<file path="config.mk">
export PLATFORM = sky130hd
export DESIGN_NAME = pnq_tail
export DESIGN_NICKNAME = d
export VERILOG_FILES = /design/src/rtl/assert_macros.svh /design/src/rtl/pnq_pkg.sv /design/src/rtl/pnq_tail.sv
export SDC_FILE = /design/constraint.sdc
export NUM_CORES = 1
export LEC_CHECK = 0
export BUFFER_PORTS_ARGS = -buffer_cell sky130_fd_sc_hd__buf_2
export CAP_MARGIN = 20
export CORE_ASPECT_RATIO = 1.25
export CORE_UTILIZATION = 34
export DETAILED_ROUTE_END_ITERATION = 10
export PLACE_DENSITY = 0.76
export SYNTH_ARGS = -nofsm -noshare
export SYNTH_HDL_FRONTEND = slang
export SYNTH_SLANG_ARGS = --single-unit
</file>
<file path="constraint.sdc">
create_clock -name i_clk -period 2.38 [get_ports i_clk]
set_input_delay 0.595 -clock i_clk [delete_from_list [all_inputs] [get_ports i_clk]]
set_output_delay 0.595 -clock i_clk [all_outputs]
set_load 0.05 [all_outputs]
</file>
<file path="src/rtl/assert_macros.svh">
// Assertion macros shared by the palette quantizer RTL.
// Needs a clock named i_clk and a synchronous active-low reset named i_rst_n.
`ifndef ASSERT_MACROS_SVH
`define ASSERT_MACROS_SVH

// Property checked on every rising clock edge outside reset.
`define PNQ_ASSERT(label, prop, msg) \
    label: assert property (@(posedge i_clk) disable iff (!i_rst_n) (prop)) \
        else $error(msg);

// Condition in one cycle implies a condition in the next cycle.
`define PNQ_ASSERT_NEXT(label, cause, effect, msg) \
    label: assert property (@(posedge i_clk) disable iff (!i_rst_n) \
        (cause) |=> (effect)) else $error(msg);

`endif

</file>
<file path="src/rtl/pnq_pkg.sv">
// Package for the palette nearest-colour quantizer.
// Holds word types, codes, grid tables and sizing constants; depends on nothing.
package pnq_pkg;

    localparam int TABLE_ENTRIES = 256;
    localparam int IDX_W         = $clog2(TABLE_ENTRIES);
    localparam int NUM_W         = $clog2(TABLE_ENTRIES + 1);
    localparam int CFG_SIZE_W    = 9;
    localparam int CMP_W         = (NUM_W > CFG_SIZE_W) ? NUM_W : CFG_SIZE_W;
    localparam int DIST_W        = 18;
    localparam int CFG_DATA_W    = 9;

    localparam logic [1:0] OP_LOAD   = 2'd0;
    localparam logic [1:0] OP_QUANT  = 2'd1;
    localparam logic [1:0] OP_EXPAND = 2'd2;

    localparam logic [1:0] MODE_TABLE  = 2'd0;
    localparam logic [1:0] MODE_RGB332 = 2'd1;
    localparam logic [1:0] MODE_RGB24  = 2'd2;

    localparam logic CFG_MODE = 1'b0;
    localparam logic CFG_SIZE = 1'b1;

    localparam logic [7:0] GRID8 [8] = '{8'd0, 8'd36, 8'd73, 8'd109,
                                         8'd146, 8'd182, 8'd219, 8'd255};
    localparam logic [7:0] GRID4 [4] = '{8'd0, 8'd85, 8'd170, 8'd255};

    typedef struct packed {
        logic [1:0]  opcode;
        logic [23:0] entry_index;
        logic [7:0]  red_in;
        logic [7:0]  green_in;
        logic [7:0]  blue_in;
    } t_in_word;

    typedef struct packed {
        logic [23:0] index_out;
        logic [7:0]  red_out;
        logic [7:0]  green_out;
        logic [7:0]  blue_out;
        logic        range_error;
    } t_out_word;

    typedef struct packed {
        logic [1:0]        op;
        logic              tbl;
        logic [IDX_W-1:0]  slot;
        logic              slot_ok;
        logic [23:0]       rgb;
        logic              cand_ok;
        logic [IDX_W-1:0]  cand_idx;
        logic [DIST_W-1:0] cand_d;
        logic [IDX_W-1:0]  best_idx;
        logic [DIST_W-1:0] best_d;
        logic [23:0]       res_idx;
        logic [23:0]       col;
        logic              err;
    } t_flow;

    function automatic logic [2:0] level8(input logic [7:0] v);
        logic [2:0] cnt;
        cnt = 3'd0;
        for (int k = 0; k < 7; k++) begin
            if ({v, 1'b0} > (9'(GRID8[k]) + 9'(GRID8[k+1]))) begin
                cnt = cnt + 3'd1;
            end
        end
        return cnt;
    endfunction

    function automatic logic [1:0] level4(input logic [7:0] v);
        logic [1:0] cnt;
        cnt = 2'd0;
        for (int k = 0; k < 3; k++) begin
            if ({v, 1'b0} > (9'(GRID4[k]) + 9'(GRID4[k+1]))) begin
                cnt = cnt + 2'd1;
            end
        end
        return cnt;
    endfunction

endpackage

</file>
<file path="src/rtl/pnq_tail.sv">
// Tail of the palette chain: last best-distance compare and the output register.
// Depends on pnq_pkg.
module pnq_tail (
    input  logic              i_clk,
    input  logic              i_rst_n,
    input  logic              i_adv,
    input  logic              i_valid,
    input  pnq_pkg::t_flow    i_flow,
    output logic              o_valid,
    output pnq_pkg::t_out_word o_word
);
    import pnq_pkg::*;

    logic             r_valid;
    t_out_word        r_word;
    t_out_word        n_word;
    logic [IDX_W-1:0] w_best;

    always_comb begin
        w_best = i_flow.best_idx;
        if (i_flow.cand_ok && (i_flow.cand_d < i_flow.best_d)) begin
            w_best = i_flow.cand_idx;
        end
        n_word.index_out   = i_flow.res_idx;
        if (i_flow.op == OP_QUANT && i_flow.tbl) begin
            n_word.index_out = 24'(w_best);
        end
        n_word.red_out     = i_flow.col[23:16];
        n_word.green_out   = i_flow.col[15:8];
        n_word.blue_out    = i_flow.col[7:0];
        n_word.range_error = i_flow.err;
    end

    always_ff @(posedge i_clk) begin
        if (!i_rst_n) begin
            r_valid <= 1'b0;
        end else if (i_adv) begin
            r_valid <= i_valid;
        end
    end

    always_ff @(posedge i_clk) begin
        if (i_adv) begin
            r_word <= n_word;
        end
    end

    assign o_valid = r_valid;
    assign o_word  = r_word;

endmodule

</file>
==> impl_metrics.csv <==
group,metric,value,unit
critical_path,critical-path-slowest-cell,"a221o_1",
logic_synthesis,yosys.area_share.simple,11.21,%
cts,clock_sinks,50,
timing,clock.fmax,442.7,MHz
timing,slew-limit-headroom,69.29,%
power,power.share.sequential,49.0,%
timing,aggregate_negative_setup_slack,0,ns
cts,post_cts.resized_instances,0,
critical_path,worstRegToRegCells,2,
critical_path,path_buf_inv,2,
route,drt.antenna.violating_nets,0,
die,chipHeight,93.05,µm
worst_hold_path,hold_path_class,"in -> reg",
timing,report.final.slew_viol_count,0,
layout,nFillCells,526,
layout,most-common-layout-cells,"buf_2 (158), edfxtp_1 (49), and2_1 (24)",
timing,timing.final.setup_violations,0,
logic_synthesis,mappedNetlistNets,310,
logic_synthesis,ys_warns,0,
power,power.net_switching,0.6344,mW
logic_synthesis,synth_cell_type_count,29,
place,detailedPlace.worstSlack,-0.2082,ns
grt,number_of_antenna_violations_at_the_first_check_in_global_routing,0,
cts,clock-root-buffer,"clkbuf_8",
logic_synthesis,compound_gate_portion_of_the_synthesized_area,8.935,%
logic_synthesis,ys_seq_area_share,66.15,%
cts,cts_tree,"yes",
logic_synthesis,synth.cell_area,2255,µm²
critical_path,critical-path-top-cell-by-count,"a21oi_2",
layout,nets,478,
layout,post_route_cells_drive_above_1_share,55.31,%
cts,cts_bufs_inserted,5,
timing,timing.hold.ws,0.4767,ns
route,routed-via-count,1798,
worst_hold_path,hold_end,"o_word[14]",
critical_path,start_kind,"input pin",
power,total_power,2.170,mW
place,dp.final_hpwl,4.482,mm
worst_hold_path,worst_hold_path_cell_count,1,
cts,cts_htree_levels,2,
logic_synthesis,synth_top_family_by_area,"simple AND/OR/NAND/NOR gates",
timing,final.setup_skew,0,ns
power,int_power,1.535,mW
grt,groute.usage.overall,15.03,%
critical_path,worst_path_maximum_fanout,8,
place,place.gp.congestion,0.7419,
route,number_of_drc_violations_after_detailed_routing_iteration_0,25,
layout,layout.cells.most_common,"buf_2",
route,firstDrtPassIters,4,
critical_path,worst_r2r_endpoint,"o_valid",
timing,fin_crit_sh,94.91,%
die,fp.dieW,74.84,µm
power,power.density_cell_area,658.1,nW/µm²
status,status,"complete, no violations",
cts,hold_buffers,0,
die,coreArea,6286,µm²
timing,hold_viol,0,
critical_path,required_time_worst_endpoint,2.42,ns
logic_synthesis,synth-xor-area-share,0,%
route,totalWireLength,5.137,mm
power,max-vdd-ir-drop,0.2878,mV
cts,clk_path_buf_depth,2,
die,start_util,35.87,%
critical_path,timing.critical_path.slowest_cell_delay,0.40,ns
logic_synthesis,synth_mux_area_share,0.4440,%
power,clock_power_share,25.6,%
critical_path,end_kind,"flip-flop",
layout,layout.core_utilization,52.45,%
logic_synthesis,ys_seq_elements,50,
logic_synthesis,synthDominantAreaCellType,"edfxtp_1",
grt,globalRouteOverflowTotal,0,
grt,pin_count_of_the_biggest_net_entering_global_routing,32,
critical_path,path_class,"in -> reg",
route,viasPerCell,4.440,
power,leakagePower,1.583,nW
critical_path,crit_path_cell_trace,"buf_2 -> inv_1 -> ha_1 -> a21o_1 -> nand3_2 -> a21oi_2 -> a2111oi_4 -> a21oi_2 -> a221o_1",
place,io_buffer_count,158,
logic_synthesis,synth_fa_ha_area_share,9.434,%
layout,antenna_cells,0,
cts,clk_pin_slew,0.08,ns
timing,tightestPinTransition,0.4607,ns
timing,finalWorstSetupSlack,0.1211,ns
logic_synthesis,synthTopCellsByArea,"edfxtp_1 (65%), ha_1 (9.4%), and2_1 (6.7%), a221o_1 (3.6%), inv_1 (3.0%)",
logic_synthesis,portion_of_synthesized_cell_area_occupied_by_the_leading_cell_type,65.26,%
logic_synthesis,post_synth.cell_area_avg,14.93,µm²
critical_path,critical-path-top-delay-family,"compound AO/OA/AOI/OAI gates",
die,num_io_pins,192,
grt,grt_first_pass_wirelength,7.893,mm
power,share_comb_of_total_power,25.4,%
critical_path,critical_path.reg2reg.startpoint,"o_valid",
logic_synthesis,postSynthCellCount,151,
route,drc,0,
die,dieArea,6963,µm²
route,post_drt_wl_per_cell,12.68,µm
cts,post_cts_buffers,0,
critical_path,reg2reg_slack,1.80,ns
die,core.rowCount,32,
layout,area_growth,46.23,%
power,switching_share_of_power,29.24,%
grt,number_of_global_route_vias_before_repair,1792,
cts,clock_insertion_delay_worst_skew,0.29,ns
worst_hold_path,hold_path.startpoint,"i_flow[14]",
critical_path,cp.arrival,2.29,ns
run,cap_violations,0,
timing,period_needed,2.259,ns
timing,rsz_0062_raised_after_global_routing,"false",
[cell usage after synthesis]
library cell,count
a2111oi_4,1
nor2_1,1
mux2i_1,1
a21oi_2,2
a221o_1,8
nand3b_1,1
nand2b_1,1
nand2_1,2
ha_1,17
nor3_2,1
edfxtp_1,49
o21a_1,1
dfxtp_1,1
and3b_1,1
nor2b_1,1
a21oi_1,6
o21ai_0,2
and3_1,1
a22oi_2,1
clkbuf_1,2
a21o_1,1
buf_6,1
nand3_1,1
nand4_2,1
nand4_1,3
and2_1,24
a211o_1,1
inv_1,18
nand3_2,1
[power by group through the flow]
| stage | Clock, mW | Combinational [mW] | Sequential (mW) |
|---|---|---|---|
| 6_report | 0.555 | 0.550 | 1.06 |
| 5_1_grt | 0.602 | 0.593 | 1.07 |
| 4_1_cts | 0.570 | 0.557 | 1.06 |
| 3_5_place_dp | 0 | 0.556 | 1.09 |
| 3_3_place_gp | 0 | 0.546 | 1.08 |
| 2_1_floorplan | 0 | 0.0954 | 1.35 |
[worst max-delay path by stage]
| stage | start | endpoint | cells past startpoint |
|---|---|---|---|
| after floorplan | i_flow[62] | o_word[29] | 7 |
| after global placement | i_flow[65] | o_word[30] | 8 |
| after detailed placement | i_flow[60] | o_word[29] | 9 |
| after CTS | i_flow[65] | o_word[29] | 8 |
| after global routing | i_flow[65] | o_word[29] | 8 |
| final | i_flow[60] | o_word[26] | 9 |
[kinds of logic (layout without fill, tap and decap cells)]
kind of cell / after synthesis / in the layout
fa+ha+maj: 17 / 17
mux: 1 / 1
buf+inv: 21 / 190
compound gates: 23 / 23
flops: 50 / 50
simple gates: 39 / 39
[metal layers]
metal / wire length, µm / GRT usage (%)
met3: 619 / 4.741
met1: 1878 / 15.29
met5: 0 / 0
met2: 2580 / 27.85
met4: 58 / 5.346
[per-stage QoR]
step	instance area [µm²]	instances
4_1_cts	3297	405
6_report	3297	405
3_3_place_gp	3191	397
5_1_grt	3297	405
3_5_place_dp	3191	397
2_1_floorplan	2255	151
[state kept, by name, summed over array words and instances, names as in the netlist]
name and flops:
o_valid 1, o_word 49
[area by class of cell]
| type | count | area (µm²) | share of cell area [%] |
|---|---|---|---|
| clock buffers | 7 | 76.32 | 2.315 |
| flip-flops and latches | 50 | 1491 | 45.24 |
| inverters | 18 | 67.56 | 2.049 |
| clock inverters | 1 | 30.03 | 0.9108 |
| multi-input cells | 80 | 676.9 | 20.53 |
| repair buffers | 164 | 848.3 | 25.73 |
| well taps | 85 | 106.4 | 3.226 |
(Power assumes the default switching activity.)
