`src/rtl/assert_macros.svh`:
```
// Assertion macros shared by the palette quantizer RTL.
// Needs a clock named i_clk and a synchronous active-low reset named i_rst_n.
`ifndef ASSERT_MACROS_SVH
`define ASSERT_MACROS_SVH

// Property checked on every rising clock edge outside reset.
`define PNQ_ASSERT(label, prop, msg) \
    label: assert property (@(posedge i_clk) disable iff (!i_rst_n) (prop)) \
        else $error(msg);

// Condition in one cycle implies a condition in the next cycle.
`define PNQ_ASSERT_NEXT(label, cause, effect, msg) \
    label: assert property (@(posedge i_clk) disable iff (!i_rst_n) \
        (cause) |=> (effect)) else $error(msg);

`endif

```
`src/rtl/pnq_pkg.sv`:
```
// Package for the palette nearest-colour quantizer.
// Holds word types, codes, grid tables and sizing constants; depends on nothing.
package pnq_pkg;

    localparam int TABLE_ENTRIES = 256;
    localparam int IDX_W         = $clog2(TABLE_ENTRIES);
    localparam int NUM_W         = $clog2(TABLE_ENTRIES + 1);
    localparam int CFG_SIZE_W    = 9;
    localparam int CMP_W         = (NUM_W > CFG_SIZE_W) ? NUM_W : CFG_SIZE_W;
    localparam int DIST_W        = 18;
    localparam int CFG_DATA_W    = 9;

    localparam logic [1:0] OP_LOAD   = 2'd0;
    localparam logic [1:0] OP_QUANT  = 2'd1;
    localparam logic [1:0] OP_EXPAND = 2'd2;

    localparam logic [1:0] MODE_TABLE  = 2'd0;
    localparam logic [1:0] MODE_RGB332 = 2'd1;
    localparam logic [1:0] MODE_RGB24  = 2'd2;

    localparam logic CFG_MODE = 1'b0;
    localparam logic CFG_SIZE = 1'b1;

    localparam logic [7:0] GRID8 [8] = '{8'd0, 8'd36, 8'd73, 8'd109,
                                         8'd146, 8'd182, 8'd219, 8'd255};
    localparam logic [7:0] GRID4 [4] = '{8'd0, 8'd85, 8'd170, 8'd255};

    typedef struct packed {
        logic [1:0]  opcode;
        logic [23:0] entry_index;
        logic [7:0]  red_in;
        logic [7:0]  green_in;
        logic [7:0]  blue_in;
    } t_in_word;

    typedef struct packed {
        logic [23:0] index_out;
        logic [7:0]  red_out;
        logic [7:0]  green_out;
        logic [7:0]  blue_out;
        logic        range_error;
    } t_out_word;

    typedef struct packed {
        logic [1:0]        op;
        logic              tbl;
        logic [IDX_W-1:0]  slot;
        logic              slot_ok;
        logic [23:0]       rgb;
        logic              cand_ok;
        logic [IDX_W-1:0]  cand_idx;
        logic [DIST_W-1:0] cand_d;
        logic [IDX_W-1:0]  best_idx;
        logic [DIST_W-1:0] best_d;
        logic [23:0]       res_idx;
        logic [23:0]       col;
        logic              err;
    } t_flow;

    function automatic logic [2:0] level8(input logic [7:0] v);
        logic [2:0] cnt;
        cnt = 3'd0;
        for (int k = 0; k < 7; k++) begin
            if ({v, 1'b0} > (9'(GRID8[k]) + 9'(GRID8[k+1]))) begin
                cnt = cnt + 3'd1;
            end
        end
        return cnt;
    endfunction

    function automatic logic [1:0] level4(input logic [7:0] v);
        logic [1:0] cnt;
        cnt = 2'd0;
        for (int k = 0; k < 3; k++) begin
            if ({v, 1'b0} > (9'(GRID4[k]) + 9'(GRID4[k+1]))) begin
                cnt = cnt + 2'd1;
            end
        end
        return cnt;
    endfunction

endpackage

```
`src/rtl/pnq_cell.sv`:
```
// One cell of the palette chain: holds one table entry and one word in flight.
// Depends on pnq_pkg.
module pnq_cell (
    input  logic                     i_clk,
    input  logic                     i_rst_n,
    input  logic                     i_adv,
    input  logic [pnq_pkg::IDX_W-1:0] i_cell_idx,
    input  logic [pnq_pkg::NUM_W-1:0] i_size,
    input  logic                     i_valid,
    input  pnq_pkg::t_flow           i_flow,
    output logic                     o_valid,
    output pnq_pkg::t_flow           o_flow
);
    import pnq_pkg::*;

    logic [23:0] r_entry;
    logic        r_valid;
    t_flow       r_flow;
    t_flow       n_flow;
    logic [7:0]  w_dr;
    logic [7:0]  w_dg;
    logic [7:0]  w_db;
    logic        w_hit;

    function automatic logic [7:0] absdiff(input logic [7:0] a, input logic [7:0] b);
        return (a > b) ? (a - b) : (b - a);
    endfunction

    assign w_dr  = absdiff(r_entry[23:16], i_flow.rgb[23:16]);
    assign w_dg  = absdiff(r_entry[15:8], i_flow.rgb[15:8]);
    assign w_db  = absdiff(r_entry[7:0], i_flow.rgb[7:0]);
    assign w_hit = i_flow.slot_ok && (i_flow.slot == i_cell_idx);

    always_comb begin
        n_flow = i_flow;
        if (i_flow.cand_ok && (i_flow.cand_d < i_flow.best_d)) begin
            n_flow.best_d   = i_flow.cand_d;
            n_flow.best_idx = i_flow.cand_idx;
        end
        n_flow.cand_d   = DIST_W'({8'd0, w_dr} * {8'd0, w_dr})
                        + DIST_W'({8'd0, w_dg} * {8'd0, w_dg})
                        + DIST_W'({8'd0, w_db} * {8'd0, w_db});
        n_flow.cand_ok  = NUM_W'(i_cell_idx) < i_size;
        n_flow.cand_idx = i_cell_idx;
        if (i_flow.op == OP_EXPAND && i_flow.tbl && w_hit) begin
            n_flow.col = r_entry;
        end
    end

    always_ff @(posedge i_clk) begin
        if (i_adv && i_valid && i_flow.op == OP_LOAD && w_hit) begin
            r_entry <= i_flow.rgb;
        end
    end

    always_ff @(posedge i_clk) begin
        if (!i_rst_n) begin
            r_valid <= 1'b0;
        end else if (i_adv) begin
            r_valid <= i_valid;
        end
    end

    always_ff @(posedge i_clk) begin
        if (i_adv) begin
            r_flow <= n_flow;
        end
    end

    assign o_valid = r_valid;
    assign o_flow  = r_flow;

endmodule

```
`config.mk`:
```
export PLATFORM = sky130hd
export DESIGN_NAME = pnq_cell
export DESIGN_NICKNAME = d
export VERILOG_FILES = /design/src/rtl/assert_macros.svh /design/src/rtl/pnq_pkg.sv /design/src/rtl/pnq_cell.sv
export SDC_FILE = /design/constraint.sdc
export NUM_CORES = 1
export LEC_CHECK = 0
export BUFFER_PORTS_ARGS = -buffer_cell sky130_fd_sc_hd__buf_2
export CORE_ASPECT_RATIO = 0.75
export CORE_MARGIN = 2
export CORE_UTILIZATION = 45
export DETAILED_ROUTE_END_ITERATION = 16
export GPL_ROUTABILITY_DRIVEN = 0
export PLACE_DENSITY = 0.68
export SYNTH_ARGS = -nofsm -noshare
export SYNTH_HDL_FRONTEND = slang
export SYNTH_SLANG_ARGS = --single-unit
```
`constraint.sdc`:
```
create_clock -name i_clk -period 9.95 [get_ports i_clk]
set_clock_uncertainty 0.05 [all_clocks]
set_input_delay 0 -clock i_clk [delete_from_list [all_inputs] [get_ports i_clk]]
set_output_delay 0 -clock i_clk [all_outputs]
set_load 0.01 [all_outputs]
```
==> results.ini <==
[run_status]
status=complete, no violations

[sta]
slew_violations=0
tns_ns=0
period_share_pct=90.81
tightest_slew_ns=1.032
finalCriticalPeriod_ns=9.036
setup_viol=0
maxSlewHeadroom_pct=30.87
fmax_mhz=110.7
final_hold_viol_count=0
fin_hold_ws_ns=0.03292
rsz0062_at_grt=false

[synthesis]
synth-xor-area-share_pct=2.830
synth_cells=1209
synth_top_family_by_area=adder cells
avgSynthCellArea_um2=11.34
synth-adder-area-share_pct=33.45
synth_seq_cells=163
synthSimpleGateAreaFrac_pct=7.404
ys_seq_area_share_pct=35.64
netlist_area_um2=13710
synth_edf_count=162
synth-main-ff-cell=edfxtp_1
synth_compound_area_share_pct=6.847
synth_cell_types=64
syn-num-nets=1651
muxShareOfSynthArea_pct=5.249
ys_warn_count=0
ys_async_sr_fraction_pct=0

[clock_tree]
cts_tree=yes
clk_latency_ns=0.43
cts_max_level=4
cts_resized=0
root_buffer=clkbuf_16
cts_sinks=163
cts_buffers=17
cts.path.max_buffers=2
clkTransAtPathRegs_ns=0.08

[run]
drv_cap=0

[die]
num_rows=55
die_h_um=155.1
fp.coreArea_um2=30070
initial_core_util_pct=45.58
boundaryPins=298
die_area_um2=31880
die_x_um=205.5

[critical_path]
path_max_fanout=12
r2r_start=r_entry[0]
crit_path_frequent_cell=fa_1
r2r_end=o_flow[92]
endpoint_kind=flop
cp_slowest_cell=xnor2_1
worstPathArrival_ns=9.17
cp.required_ns=10.08
setup.worst_path.start_class=flop
cpPeakStageDelay_ns=0.76
critical_path_class=reg -> reg
r2r_slack_ns=0.91
reg2reg_depth=28

[drt]
vias_per_cell=4.879
routedWlPerCell_um=16.68
num_vias=10150
met3_length_mm=1.758
drc=0
routed_wl_mm=34.69
drt-met1-wl_mm=15.29
drt_pass1_iterations=6
initialDrtViolationCount=620
highest_layer=met4
antenna_left=0
wl_met2_mm=17.12

[final_layout]
n_fill_cell=2410
nets=2110
drive_above_1_share_pct=25.54
multi_input_area_um2=7654
final_util_pct=59.46
seqCellArea_um2=4885
syn_to_final_growth_pct=30.45

[grt]
grt.total_usage_pct=21.80
grt_max_degree=94
grt_pass1_wl_mm=54.14
first_global_vias=10530
grt-ovfl-total=0
antenna_found_initial=1

[worst_hold_path]
hold_depth=4
hp-class=in -> reg
hold_path_end=o_flow[101]
hp-start=i_size[6]

[place]
portBuffers=297
hpwlAfterDp_mm=26.58

synthesized netlist by cell type, drive strengths merged, types with 9 or more instances:
cell | instances | share of area (%)
inv | 289 | 7.9
edfxtp | 162 | 35
ha | 144 | 13
fa | 139 | 20
nor2 | 94 | 2.7
a21oi | 56 | 2.1
mux2 | 52 | 4.3
o21ai | 31 | 1.2
xnor2 | 29 | 2.1
nand2b | 23 | 1.0
nand2 | 21 | 0.59
a21o | 18 | 0.99
or2 | 16 | 0.73
mux2i | 13 | 0.95
clkbuf | 11 | 0.30
xor2 | 11 | 0.76
buf | 9 | 0.37
metrics by stage:
stage                     std cells  area, um^2  worst slack, ns
after floorplan                1209       13710            1.749
after global placement         1900       15730            1.250
after detailed placement       1900       15730           0.8747
after CTS                      2079       17880           0.8704
after global routing           2079       17880           0.4267
final                          2080       17880           0.9142
kinds of logic (layout without fill, tap and decap cells):
logic type / after synthesis / after routing
XOR/XNOR: 40 / 40
AO/OA/AOI/OAI: 146 / 146
multiplexers: 65 / 65
AND/OR/NAND/NOR: 203 / 203
other: 0 / 1
adder cells (fa/ha/maj): 283 / 283
buffers and inverters: 309 / 780
flip-flops: 163 / 163
worst max-delay path, delay by kind of cell, from the launching register on:
family,cells,cell delay [ns]
AO/OA/AOI/OAI,7,1.59
XOR/XNOR,2,0.93
adder cells (fa/ha/maj),10,4.61
buffers and inverters,5,0.26
flip-flops,1,0.38
multiplexers,1,0.19
AND/OR/NAND/NOR,3,0.77
flip-flops by register name (all words and copies together), names as in the netlist:
register and flops:
o_flow 138, r_entry 24, o_valid 1
how the worst max path moves through the flow:
stage | from | endpoint | slack (ns)
after CTS | r_entry[0] | o_flow[92] | 0.87
after floorplan | r_entry[0] | o_flow[92] | 1.75
after detailed placement | r_entry[0] | o_flow[92] | 0.87
after global placement | r_entry[0] | o_flow[92] | 1.25
final | r_entry[0] | o_flow[92] | 0.91
after global routing | r_entry[0] | o_flow[91] | 0.43
metal layers:
| metal | global-route usage, % | up-vias |
|---|---|---|
| li1 | - | 4845 |
| met1 | 28.85 | 4955 |
| met2 | 37.49 | 307 |
| met3 | 4.085 | 42 |
| met4 | 4.488 | 0 |
| met5 | 0 | - |
placed cells by master (no fill, tap or decap), types with 4 or more instances in the layout:
| cell type | n |
|---|---|
| buf_2 | 296 |
| inv_1 | 286 |
| edfxtp_1 | 162 |
| dlygate4sd3_1 | 148 |
| ha_1 | 144 |
| fa_1 | 139 |
| nor2_1 | 91 |
| a21oi_1 | 55 |
| mux2_2 | 50 |
| o21ai_0 | 26 |
| xnor2_1 | 25 |
| nand2b_1 | 23 |
| nand2_1 | 20 |
| a21o_1 | 18 |
| clkbuf_16 | 17 |
| buf_4 | 15 |
| mux2i_1 | 13 |
| or2_2 | 12 |
| xor2_1 | 10 |
| nor2b_1 | 8 |
| nand4_1 | 8 |
| nor3_1 | 8 |
| o21bai_1 | 7 |
| a21boi_0 | 5 |
| bufinv_16 | 5 |
| o21ai_2 | 4 |
| xnor2_2 | 4 |
| a211oi_1 | 4 |
| or2_1 | 4 |
| and2_1 | 4 |
| nand3_1 | 4 |
| a31oi_1 | 4 |
layout make-up:
class / instances / area share (%)
multi-input combinational: 737 / 42.81
clock inverter: 14 / 1.358
clock buffer: 17 / 2.379
antenna: 1 / 0.01400
inverter: 289 / 6.067
timing repair buffer: 460 / 17.26
tap: 399 / 2.792
sequential: 163 / 27.32
what timing repair did:
action	CTS	global route
hold endpoints to repair	145	0
buffers inserted	0	0
hold buffers	148	0
Power is not shown: default switching activity piles up to over one toggle a cycle in this logic, so the estimate is an artifact.
